**src/hw/rtl/gdc_pkg.sv**
```systemverilog
package gdc_pkg;

  localparam int MAX_YEAR   = 9999;
  localparam int DAYS_YEAR  = 365;
  localparam int DAYS_4Y    = 1461;
  localparam int DAYS_100Y  = 36524;
  localparam int DAYS_400Y  = 146097;

  // last valid day number: day number of MAX_YEAR-12-31
  localparam int KMAX_INT = MAX_YEAR * DAYS_YEAR + MAX_YEAR / 4 - MAX_YEAR / 100
                            + MAX_YEAR / 400;
  localparam logic [21:0] KMAX = 22'(KMAX_INT);

  // register stages inside each converter
  localparam int LAT = 7;

  localparam logic OP_TO_DAYS = 1'b0;
  localparam logic OP_TO_DATE = 1'b1;

  localparam logic [3:0] MONTH_JAN = 4'd1;
  localparam logic [3:0] MONTH_FEB = 4'd2;
  localparam logic [3:0] MONTH_DEC = 4'd12;

  typedef struct packed {
    logic [21:0] day_number;
    logic [13:0] year;
    logic [3:0]  month;
    logic [4:0]  day;
    logic [2:0]  weekday;
    logic        error;
  } gdc_result_t;

  // days in month, common year
  function automatic logic [4:0] month_len(input logic [3:0] m);
    logic [4:0] len;
    case (m)
      4'd1, 4'd3, 4'd5, 4'd7, 4'd8, 4'd10, 4'd12: len = 5'd31;
      4'd4, 4'd6, 4'd9, 4'd11:                    len = 5'd30;
      4'd2:                                       len = 5'd28;
      default:                                    len = 5'd0;
    endcase
    return len;
  endfunction

  // days of a common year before the first of month m
  function automatic logic [8:0] month_start(input logic [3:0] m);
    logic [8:0] s;
    case (m)
      4'd2:    s = 9'd31;
      4'd3:    s = 9'd59;
      4'd4:    s = 9'd90;
      4'd5:    s = 9'd120;
      4'd6:    s = 9'd151;
      4'd7:    s = 9'd181;
      4'd8:    s = 9'd212;
      4'd9:    s = 9'd243;
      4'd10:   s = 9'd273;
      4'd11:   s = 9'd304;
      4'd12:   s = 9'd334;
      default: s = 9'd0;
    endcase
    return s;
  endfunction

  // 8 == 1 mod 7, so fold octal digits
  function automatic logic [2:0] mod7(input logic [21:0] k);
    logic [23:0] kk;
    logic [5:0]  s1;
    logic [3:0]  s2;
    kk = {2'b00, k};
    s1 = 6'd0;
    for (int i = 0; i < 8; i++) begin
      s1 = s1 + 6'(kk[3*i +: 3]);
    end
    s2 = 4'(s1[5:3]) + 4'(s1[2:0]);
    if (s2 >= 4'd7) begin
      return 3'(s2 - 4'd7);
    end
    return s2[2:0];
  endfunction

endpackage

```
**src/hw/rtl/gdc_to_days.sv**
```systemverilog
module gdc_to_days import gdc_pkg::*; (
  input  logic        clk,
  input  logic        en,
  input  logic [13:0] year_in,
  input  logic [3:0]  month_in,
  input  logic [4:0]  day_in,
  output gdc_result_t res
);

  // stage 1
  logic [13:0] s1_y;
  logic [3:0]  s1_m;
  logic [4:0]  s1_d;
  logic [13:0] s1_p;
  logic [22:0] s1_p365;
  logic [7:0]  s1_qp;
  logic        s1_bad;

  // stage 2
  logic [13:0] s2_y;
  logic [3:0]  s2_m;
  logic [4:0]  s2_d;
  logic [22:0] s2_base;
  logic [7:0]  s2_qq;
  logic        s2_leap;
  logic        s2_bad;

  // stage 3
  logic [13:0] s3_y;
  logic [3:0]  s3_m;
  logic [4:0]  s3_d;
  logic [21:0] s3_k;
  logic        s3_bad;

  gdc_result_t res_pipe [LAT-3];

  logic [13:0] p_c;
  logic [26:0] qp_prod;
  logic [13:0] rem_c;
  logic        leap_c;
  logic [4:0]  len_c;
  logic [22:0] k_c;

  always_comb begin
    p_c     = year_in - 14'd1;
    // p / 100 by reciprocal, exact for 14-bit p
    qp_prod = 27'(p_c) * 27'(5243);
    rem_c   = s1_p - 14'(s1_qp) * 14'd100;
    leap_c  = (s1_p[1:0] == 2'd3) && ((rem_c != 14'd99) || (s1_qp[1:0] == 2'd3));
    len_c   = month_len(s1_m) + 5'((s1_m == MONTH_FEB) && leap_c);
    k_c     = s2_base - 23'(s2_qq) + 23'(month_start(s2_m))
              + 23'(s2_leap && (s2_m > MONTH_FEB)) + 23'(s2_d);
  end

  always_ff @(posedge clk) begin
    if (en) begin
      s1_y    <= year_in;
      s1_m    <= month_in;
      s1_d    <= day_in;
      s1_p    <= p_c;
      s1_p365 <= 23'(p_c) * 23'(DAYS_YEAR);
      s1_qp   <= qp_prod[26:19];
      s1_bad  <= (year_in == 14'd0) || (year_in > 14'(MAX_YEAR)) ||
                 (month_in < MONTH_JAN) || (month_in > MONTH_DEC) || (day_in == 5'd0);

      s2_y    <= s1_y;
      s2_m    <= s1_m;
      s2_d    <= s1_d;
      s2_base <= s1_p365 + 23'(s1_p[13:2]);
      // p/100 - p/400, subtracted from the base
      s2_qq   <= s1_qp - {2'b00, s1_qp[7:2]};
      s2_leap <= leap_c;
      s2_bad  <= s1_bad || (s1_d > len_c);

      s3_y    <= s2_y;
      s3_m    <= s2_m;
      s3_d    <= s2_d;
      s3_k    <= k_c[21:0];
      s3_bad  <= s2_bad;

      res_pipe[0].day_number <= s3_k;
      res_pipe[0].year       <= s3_y;
      res_pipe[0].month      <= s3_m;
      res_pipe[0].day        <= s3_d;
      res_pipe[0].weekday    <= mod7(s3_k);
      res_pipe[0].error      <= s3_bad;
      for (int i = 1; i < LAT - 3; i++) begin
        res_pipe[i] <= res_pipe[i-1];
      end
    end
  end

  assign res = res_pipe[LAT-4];

endmodule

```
**src/hw/rtl/gdc_to_date.sv**
```systemverilog
module gdc_to_date import gdc_pkg::*; (
  input  logic        clk,
  input  logic        en,
  input  logic [21:0] day_number_in,
  output gdc_result_t res
);

  // values carried along every stage
  logic [21:0] k_pipe   [LAT];
  logic [2:0]  wd_pipe  [LAT];
  logic        bad_pipe [LAT];

  // stage 1
  logic [21:0] s1_n;
  logic [4:0]  s1_qe;
  // stage 2
  logic [4:0]  s2_q400;
  logic [17:0] s2_r;
  // stage 3
  logic [4:0]  s3_q400;
  logic [1:0]  s3_c;
  logic [15:0] s3_r2;
  // stage 4
  logic [4:0]  s4_q400;
  logic [1:0]  s4_c;
  logic [15:0] s4_r2;
  logic [4:0]  s4_q4;
  // stage 5
  logic [4:0]  s5_q400;
  logic [1:0]  s5_c;
  logic [4:0]  s5_q4;
  logic [10:0] s5_r3;
  // stage 6
  logic [13:0] s6_year;
  logic [8:0]  s6_r4;
  logic        s6_leap;
  // stage 7
  logic [13:0] s7_year;
  logic [3:0]  s7_month;
  logic [4:0]  s7_day;

  logic [21:0] n_c;
  logic [31:0] qe_prod;
  logic [22:0] r0_c;
  logic [1:0]  c_c;
  logic [15:0] c_off;
  logic [30:0] q4_prod;
  logic [1:0]  y1_c;
  logic [10:0] y1_off;
  logic [8:0]  thr;
  logic [3:0]  m_c;
  logic [8:0]  start_c;

  always_comb begin
    n_c     = day_number_in - 22'd1;
    // under-estimate of n / 146097, off by at most one
    qe_prod = 32'(n_c) * 32'(918);
    r0_c    = 23'(s1_n) - 23'(s1_qe) * 23'(DAYS_400Y);

    c_c = 2'(r0_c[17:0] >= 18'(DAYS_100Y)) ;
    c_c = 2'((s2_r >= 18'(DAYS_100Y))) + 2'((s2_r >= 18'(2 * DAYS_100Y)))
          + 2'((s2_r >= 18'(3 * DAYS_100Y)));
    case (c_c)
      2'd1:    c_off = 16'(DAYS_100Y);
      2'd2:    c_off = 16'(2 * DAYS_100Y);
      2'd3:    c_off = 16'(3 * DAYS_100Y);
      default: c_off = 16'd0;
    endcase

    // r2 / 1461 by reciprocal, exact below 36525
    q4_prod = 31'(s3_r2) * 31'(22967);

    y1_c = 2'((s5_r3 >= 11'(DAYS_YEAR))) + 2'((s5_r3 >= 11'(2 * DAYS_YEAR)))
           + 2'((s5_r3 >= 11'(3 * DAYS_YEAR)));
    case (y1_c)
      2'd1:    y1_off = 11'(DAYS_YEAR);
      2'd2:    y1_off = 11'(2 * DAYS_YEAR);
      2'd3:    y1_off = 11'(3 * DAYS_YEAR);
      default: y1_off = 11'd0;
    endcase

    // thresholds rise with the month, keep the last one reached
    m_c = MONTH_JAN;
    thr = 9'd0;
    for (int i = 2; i <= 12; i++) begin
      thr = month_start(4'(i)) + 9'(s6_leap && (i > 2));
      if (s6_r4 >= thr) begin
        m_c = 4'(i);
      end
    end
    start_c = month_start(m_c) + 9'(s6_leap && (m_c > MONTH_FEB));
  end

  always_ff @(posedge clk) begin
    if (en) begin
      k_pipe[0]   <= day_number_in;
      wd_pipe[0]  <= mod7(day_number_in);
      bad_pipe[0] <= (day_number_in == 22'd0) || (day_number_in > KMAX);
      for (int i = 1; i < LAT; i++) begin
        k_pipe[i]   <= k_pipe[i-1];
        wd_pipe[i]  <= wd_pipe[i-1];
        bad_pipe[i] <= bad_pipe[i-1];
      end

      s1_n  <= n_c;
      s1_qe <= qe_prod[31:27];

      if (r0_c >= 23'(DAYS_400Y)) begin
        s2_q400 <= s1_qe + 5'd1;
        s2_r    <= 18'(r0_c - 23'(DAYS_400Y));
      end else begin
        s2_q400 <= s1_qe;
        s2_r    <= r0_c[17:0];
      end

      s3_q400 <= s2_q400;
      s3_c    <= c_c;
      s3_r2   <= 16'(s2_r - 18'(c_off));

      s4_q400 <= s3_q400;
      s4_c    <= s3_c;
      s4_r2   <= s3_r2;
      s4_q4   <= q4_prod[29:25];

      s5_q400 <= s4_q400;
      s5_c    <= s4_c;
      s5_q4   <= s4_q4;
      s5_r3   <= 11'(s4_r2 - 16'(s4_q4) * 16'(DAYS_4Y));

      s6_year <= 14'(s5_q400) * 14'd400 + 14'(s5_c) * 14'd100 + 14'({s5_q4, 2'b00})
                 + 14'(y1_c) + 14'd1;
      s6_r4   <= 9'(s5_r3 - y1_off);
      s6_leap <= (y1_c == 2'd3) && ((s5_q4 != 5'd24) || (s5_c == 2'd3));

      s7_year  <= s6_year;
      s7_month <= m_c;
      s7_day   <= 5'(s6_r4 - start_c + 9'd1);
    end
  end

  always_comb begin
    res.day_number = k_pipe[LAT-1];
    res.year       = s7_year;
    res.month      = s7_month;
    res.day        = s7_day;
    res.weekday    = wd_pipe[LAT-1];
    res.error      = bad_pipe[LAT-1];
  end

endmodule

```
**src/hw/rtl/gregorian_date_day_number_converter_core.sv**
```systemverilog
// an input transfer passes the 7 converter stages and then the output register on its
// way to out_valid; one item per cycle while the output is not held
// a held output (out_valid with out_stall) freezes the whole pipe and raises in_stall
// reset (rst, synchronous, active high) clears the stage valid bits and out_valid;
// data registers are not reset
module gregorian_date_day_number_converter_core import gdc_pkg::*; (
  input  logic        clk,
  input  logic        rst,
  input  logic        in_valid,
  output logic        in_stall,
  input  logic        operation,
  input  logic [13:0] year_in,
  input  logic [3:0]  month_in,
  input  logic [4:0]  day_in,
  input  logic [21:0] day_number_in,
  output logic        out_valid,
  input  logic        out_stall,
  output logic [21:0] day_number_out,
  output logic [13:0] year_out,
  output logic [3:0]  month_out,
  output logic [4:0]  day_out,
  output logic [2:0]  weekday,
  output logic        error
);

  logic             en;
  logic [LAT-1:0]   vld;
  logic [LAT-1:0]   op_pipe;
  gdc_result_t      res_days;
  gdc_result_t      res_date;
  gdc_result_t      sel;

  assign en       = !(out_valid && out_stall);
  assign in_stall = !en;

  gdc_to_days u_to_days (
    .clk      (clk),
    .en       (en),
    .year_in  (year_in),
    .month_in (month_in),
    .day_in   (day_in),
    .res      (res_days)
  );

  gdc_to_date u_to_date (
    .clk           (clk),
    .en            (en),
    .day_number_in (day_number_in),
    .res           (res_date)
  );

  always_comb begin
    sel = (op_pipe[LAT-1] == OP_TO_DATE) ? res_date : res_days;
    if (sel.error) begin
      sel = '0;
      sel.error = 1'b1;
    end
  end

  always_ff @(posedge clk) begin
    if (rst) begin
      vld       <= '0;
      out_valid <= 1'b0;
    end else if (en) begin
      vld       <= {vld[LAT-2:0], in_valid};
      out_valid <= vld[LAT-1];
    end
  end

  always_ff @(posedge clk) begin
    if (en) begin
      op_pipe        <= {op_pipe[LAT-2:0], operation};
      day_number_out <= sel.day_number;
      year_out       <= sel.year;
      month_out      <= sel.month;
      day_out        <= sel.day;
      weekday        <= sel.weekday;
      error          <= sel.error;
    end
  end

`ifndef NO_ASSERTIONS
  a_error_zero: assert property (@(posedge clk) disable iff (rst)
    out_valid && error |-> day_number_out == 22'd0 && year_out == 14'd0 &&
      month_out == 4'd0 && day_out == 5'd0 && weekday == 3'd0)
    else $error("error result carries nonzero fields");

  a_date_range: assert property (@(posedge clk) disable iff (rst)
    out_valid && !error |-> month_out >= MONTH_JAN && month_out <= MONTH_DEC &&
      day_out != 5'd0 && year_out != 14'd0 && year_out <= 14'(MAX_YEAR) &&
      day_number_out != 22'd0 && day_number_out <= KMAX)
    else $error("valid result out of calendar range");

  a_weekday: assert property (@(posedge clk) disable iff (rst)
    out_valid && !error |-> weekday == mod7(day_number_out))
    else $error("weekday does not match day number");

  a_stall_freeze: assert property (@(posedge clk) disable iff (rst)
    !$past(rst) && $past(out_valid && out_stall) |-> $stable(vld) && $stable(op_pipe))
    else $error("pipe moved during output stall");
`endif

endmodule
```
**config.mk**
```make
export PLATFORM = sky130hd
export DESIGN_NAME = gregorian_date_day_number_converter_core
export DESIGN_NICKNAME = d
export VERILOG_FILES = /design/src/hw/rtl/gdc_pkg.sv /design/src/hw/rtl/gdc_to_days.sv /design/src/hw/rtl/gdc_to_date.sv /design/src/hw/rtl/gregorian_date_day_number_converter_core.sv
export SDC_FILE = /design/constraint.sdc
export NUM_CORES = 2
export LEC_CHECK = 0
export BUFFER_PORTS_ARGS = -buffer_cell sky130_fd_sc_hd__clkbuf_2
export CELL_PAD_IN_SITES_DETAIL_PLACEMENT = 1
export CELL_PAD_IN_SITES_GLOBAL_PLACEMENT = 1
export CORE_ASPECT_RATIO = 1.4
export CORE_MARGIN = 10
export CORE_UTILIZATION = 55
export DETAILED_ROUTE_END_ITERATION = 6
export PLACE_DENSITY_LB_ADDON = 0.1
export SKIP_CTS_REPAIR_TIMING = 1
export SLEW_MARGIN = 20
export SYNTH_ARGS = -nofsm -noshare
export SYNTH_HDL_FRONTEND = slang
export SYNTH_SLANG_ARGS = --single-unit
```
**constraint.sdc**
```tcl
create_clock -name clk -period 48.4 [get_ports clk]
set_input_delay 4.84 -clock clk [delete_from_list [all_inputs] [get_ports clk]]
set_output_delay 4.84 -clock clk [all_outputs]
set_load 0.02 [all_outputs]
```
==> After elaboration in Yosys (flattened, before gate mapping) <==
Memories as Yosys holds them, arrays and structs flattened. A register that Yosys moved wholly into a read port is not among the register bits.
Cells that the tools add are included.
W data, S select, Z words.
{ "word_totals": {"mem_bits_ro": 368, "reg_bits": 399, "word_cells": 206, "output_inout_bits": 51, "ramBits": 378, "n_memories": 7, "latchBits": 0} }
{ "classes": {"mul": 9, "div": 0, "n_eq_ne": 12, "bitwise_logic": 0, "n_reduce_logical": 17, "add_sub_neg": 55, "n_lt_le_gt_ge": 27, "n_mux": 30, "shift": 0} }
{ "mem_list": {"columns": ["name", "words", "width", "read_ports", "rd_ports_with_merged_regs", "wr", "line", "source"], "rows": [
  ["u_to_days.res_pipe", 4, 49, 4, 0, 4, "gdc_to_days.sv:35", "gdc_result_t res_pipe [LAT-3];"],
  ["u_to_date.k_pipe", 7, 22, 7, 0, 7, "gdc_to_date.sv:9", "logic [21:0] k_pipe [LAT];"],
  ["(no name shown)", 16, 9, 1, 0, 0, "gdc_pkg.sv:48", "case (m)"],
  ["(no name shown)", 16, 9, 1, 1, 0, "gdc_pkg.sv:48", null],
  ["(no name shown)", 16, 5, 1, 1, 0, "gdc_pkg.sv:36", "case (m)"],
  ["u_to_date.wd_pipe", 7, 3, 7, 0, 7, "gdc_to_date.sv:10", "logic [2:0] wd_pipe [LAT];"],
  ["1 more memories", null, null, null, null, null, null, null]
]} }
{ "ops": {"columns": ["op", "count"], "rows": [
  ["$ge A9 B9 Y1", 7],
  ["$add A6 B3 Y6", 10],
  ["$mux W49", 1],
  ["$mux W4", 12],
  ["$pmux W16 S3", 1],
  ["$add A8 B1 Y9 const A", 4],
  ["$ge A18 B17 Y1 const B", 2],
  ["$mul A22 B9 Y31 const B", 1],
  ["$mul A16 B15 Y30 const B", 1],
  ["$add A9 B1 Y9 const A", 3],
  ["$mul A14 B13 Y27 const B", 1],
  ["$pmux W9 S3", 1],
  ["$ge A23 B18 Y1 const B", 1],
  ["$mul A5 B18 Y23 const B", 1],
  ["$sub A22 B23 Y23", 1],
  ["$add A22 B1 Y22", 1],
  ["$add A22 B12 Y22", 1],
  ["$add A22 B5 Y22", 1],
  ["$add A22 B9 Y22", 1],
  ["$gt A22 B22 Y1 const B", 1],
  ["$logic_not A22 Y1", 1],
  ["$mul A14 B9 Y22 const B", 1],
  ["$sub A22 B1 Y22 const B", 1],
  ["$sub A22 B8 Y22", 1],
  ["other kinds (52)", 94]
]} }

==> Depth between registers and ports, before layout <==
{ "depth": {"depth_word": 17, "mapped_depth": 29, "depth_no_buf": 29} }

==> By module <==
From an unflattened synthesis, not the netlist that was laid out.
{ "hier_totals": {"cells_unflattened": 3920, "area_unflattened_um2": 50693.6} }
{ "modules_own_cells": {"columns": ["module", "area_each_um2", "instances", "cells_per_inst"], "rows": [
  ["gdc_to_date", 26330.3, 1, 2125],
  ["gdc_to_days", 21331.7, 1, 1548],
  ["gregorian_date_day_number_converter_core", 3031.7, 1, 247]
]} }

==> Least setup slack after synthesis <==
Ideal clock, no wire load.
{ "synth_timing": {"path_kind": "input to register", "from": "input port out_stall", "to": "register (tool-made name)", "t_arrival_ns": 30.214, "stages": 7, "t_required_ns": 48.279, "setup_time_ns": 0.121, "setup_slack_ns": 18.065, "n_path_buf": 1, "cell_sequence": "nand2_1 -> clkbuf_1 -> mux2i_1 -> ha_1 -> nand2_1 -> o21ai_0 -> mux2_2"} }
{ "synth_lines": {"columns": ["element", "line", "source"], "rows": [
  ["from (decl)", "gregorian_date_day_number_converter_core.sv:17", "input logic out_stall,"]
]} }

==> Worst setup path after layout <==
{ "layout_timing": {"from": "input port year_in[7]", "to": "register u_to_days.s1_qp[7] (data pin)"} }
{ "layout_via": {"elab_chain_len": 2} }
{ "layout_lines": {"columns": ["element", "line", "source"], "rows": [
  ["from (decl)", "gregorian_date_day_number_converter_core.sv:12", "input logic [13:0] year_in,"],
  ["$sub A14 B1 Y14", "gdc_to_days.sv:45", "p_c = year_in - 14'd1;"],
  ["net u_to_days.p_c[13]", "gdc_to_days.sv:37", "logic [13:0] p_c;"],
  ["$mul A14 B13 Y27", "gdc_to_days.sv:47", "qp_prod = 27'(p_c) * 27'(5243);"],
  ["net u_to_days.qp_prod[26]", "gdc_to_days.sv:38", "logic [26:0] qp_prod;"],
  ["to (signal assigned)", "gdc_to_days.sv:62", "s1_qp <= qp_prod[26:19];"],
  ["to (decl)", "gdc_to_days.sv:16", "logic [7:0] s1_qp;"]
]} }
The timed path passes the listed nets, and every way through them passes these cells.
A chain may end at the register's enable or synchronous reset.

==> reports/metrics.yaml <==
synth_xor_area_share_pct: 3.626
yosysWarnings: 0
setup_viol: 0
fin_nets: 5154
critPathMaxFanout: 8
worst-setup-path-type: "in -> reg"
cp-start-kind: "input port"
max_freq_mhz: 88.34
antenna_found_initial: 4
die_x_microns: 276.0
clkSinkCount: 787
place.port_buffers: 100
rsz0062_at_grt: "no"
crit_chain: "clkbuf_2 -> or4_1 -> nor4_1 -> nand2b_1 -> nand2b_1 -> xnor2_1 -> ha_1 -> ha_1 -> inv_1 -> fa_1 -> inv_1 -> fa_1 -> fa_1 -> ha_1 -> a211o_1 -> or3_1 -> o211ai_1 -> nand3_1 -> a31o_2 -> a21oi_1 -> xnor2_1"
synth_ff_type: "edfxtp_1"
regArea_sq_um: 23430
clockBufferDepth: 3
syn-num-nets: 4982
hold_class: "reg -> reg"
ys_async_sr_fraction_pct: 0
cts_buffers: 79
place.gp.congestion: 0.9116
crit_required_ns: 48.80
cts.root.buffer_cell: "clkbuf_16"
path_buf_inv: 3
route.detailed.drc: 0
first_pass_iters: 5
fin_crit_sh_pct: 23.39
grt_pass1_wl_microns: 189500
design.die.area_sq_um: 104500
worstMarginPinSlew_ns: 1.092
syn_avg_cell_area_sq_um: 12.86
post_drt_wl_per_cell_microns: 22.75
synth_mux_area_share_pct: 1.440
highest_layer: "met5"
synth_top_family_by_area: "adder cells"
synth_fa_ha_area_share_pct: 30.49
ant_nets: 0
initial_core_util_pct: 55.39
final_layout_size_suffix_gt1_share_pct: 7.069
arrival_ns: 11.72
n_fill_cell: 9067
skew_ns: 0.02069
via_count: 29820
multi_input_area_sq_um: 24110
tns_ns: 0
track_usage_pct: 23.61
status: "finished clean"
critical-path-top-delay-family: "adder cells"
maxCapViolCount: 0
synth-compound-area-share_pct: 6.621
slew_headroom_pct: 26.66
wl_met3_microns: 3194
synth_edf_count: 767
wl_met2_microns: 70670
synthToLayoutAreaGrowth_pct: 9.407
hold_viol_final: 0
crit_slowest_cell: "xnor2_1"
grt_pass1_vias: 33560
path_clk_slew_ns: 0.07
synth-simple-area-share_pct: 5.552
coreArea_sq_um: 91130
ys_types: 85
ios: 101
vias_per_cell: 5.566
hpwl_microns: 97080
endpoint_kind: "register"
overflow: 0
met1_length_microns: 42740
fin_crit_ns: 11.32
slew_violations: 0
drt_iter0_markers: 1512
clkLatencyLatePin_ns: 0.67
syn_inst: 3924
grt_max_degree: 185
row_count: 131
ys_seq_area_share_pct: 46.42
tritoncts: "done"
dieHeight_microns: 378.5
syn_area_sq_um: 50480
wl_microns: 121900
cts_max_level: 3
synth_seq_cells: 787
slowest_delay_ns: 0.86
-- path summary, 6_finish.rpt --
path	startpoint	endpoint	slack (ns)	cells past startpoint
setup reg to reg	u_to_days.s1_qp[3]$_DFFE_PN_	u_to_days.s2_bad$_DFFE_PN_	41.71	28
setup / recovery	year_in[7]	u_to_days.s1_qp[7]$_DFFE_PN_	37.08	21
hold / removal	u_to_days.res_pipe[0][10]$_DFFE_PN_	u_to_days.res_pipe[1][10]$_DFFE_PN_	0.42	0
hold reg to reg	u_to_days.res_pipe[0][10]$_DFFE_PN_	u_to_days.res_pipe[1][10]$_DFFE_PN_	0.42	0
-- cells in the mapped netlist (all sizes together), types with 7 or more instances --
cell type,number,area (sq um)
a211o,23,201.4
a211oi,23,177.7
a21boi,18,142.6
a21o,67,510.5
a21oi,128,655.6
a31o,10,87.58
a31oi,16,106.4
and2,19,118.9
and3,24,150.1
buf,10,62.56
clkbuf,23,86.33
dfxtp,20,400.4
edfxtp,767,23030
fa,370,7407
ha,638,7983
inv,746,2800
mux2,7,82.57
mux2i,64,644.4
nand2,130,488.0
nand2b,28,175.2
nand3,55,275.3
nand4,12,81.33
nor2,164,615.6
nor2b,27,168.9
nor3,43,220.2
nor4,18,112.6
o211ai,18,140.1
o21a,25,187.7
o21ai,87,439.2
o21bai,18,135.1
o41ai,9,78.83
or2,12,75.07
or3,16,100.1
or4,11,82.58
xnor2,154,1349
xor2,55,481.7
-- area by class of cell --
| class | instances | share of cell area [%] |
|---|---|---|
| clock buffers | 99 | 3.829 |
| multi-input cells | 2357 | 43.65 |
| inverters | 747 | 5.077 |
| clock inverters | 45 | 1.029 |
| well taps | 1197 | 2.712 |
| flip-flops and latches | 787 | 42.43 |
| repair buffers | 124 | 1.262 |
| diodes | 2 | 0.009062 |
-- cell usage in the layout, fill, tap and decap left out, drive strengths merged, types with 28 or more instances in the layout --
master,count
edfxtp,767
inv,749
ha,638
fa,370
clkbuf,199
nor2,164
xnor2,154
nand2,130
a21oi,128
o21ai,87
a21o,67
mux2i,64
nand3,55
xor2,55
nor3,43
clkinv,29
nand2b,28
-- registers in the layout, indices dropped and copies added (netlist names), 16 cells and up, named ones only --
register and flops:
u_to_date.wd_pipe 21, u_to_days.s1_p365 22, u_to_date.s2_r 18, day_number_out 22
u_to_days.s2_base 22, u_to_date.s3_r2 16, u_to_days.res_pipe 196, u_to_date.k_pipe 154
u_to_date.s1_n 22, u_to_days.s3_k 22
-- through the flow --
stage          hold slack [ns]  instances  util, %  setup WS [ns]  cell area [sq um]
2_1_floorplan           0.4003       3924        -          18.06              50480
3_3_place_gp            0.4002       5212    57.64          36.69              52530
3_5_place_dp            0.4055       5212    57.64          36.53              52530
4_1_cts                 0.4181       5356    60.58          37.19              55210
5_1_grt                 0.4209       5357    60.60          36.79              55220
6_report                0.4155       5358    60.60          37.08              55230
-- worst register-to-register path: cells and delay by family, from the launching register on --
kind                       cells  cell delay (ns)
DFF                            1             0.57
adders and majority gates      8             2.45
AOI/OAI and AO/OA              9             1.67
buffers and inverters          1             0.04
and+or+nand+nor                8             1.42
xor gates and xnor gates       2             0.27
-- kinds of logic (layout without fill, tap and decap cells) --
family	after synthesis	in the layout
AND/OR/NAND/NOR	575	575
multiplexers	71	71
adder cells (fa/ha/maj)	1008	1008
buffers and inverters	780	1015
AO/OA/AOI/OAI	494	494
XOR/XNOR	209	209
other	0	2
flip-flops	787	787
-- layer usage --
layer | GRT usage (%) | vias to the layer above
met4 | 10.66 | 2
met1 | 23.69 | 15270
met3 | 2.408 | 219
met2 | 47.81 | 464
li1 | - | 13870
met5 | 0 | -
Power is left out: the tool's default activity adds up to more than one toggle a clock period on the data nets, which glitch-free logic cannot reach.
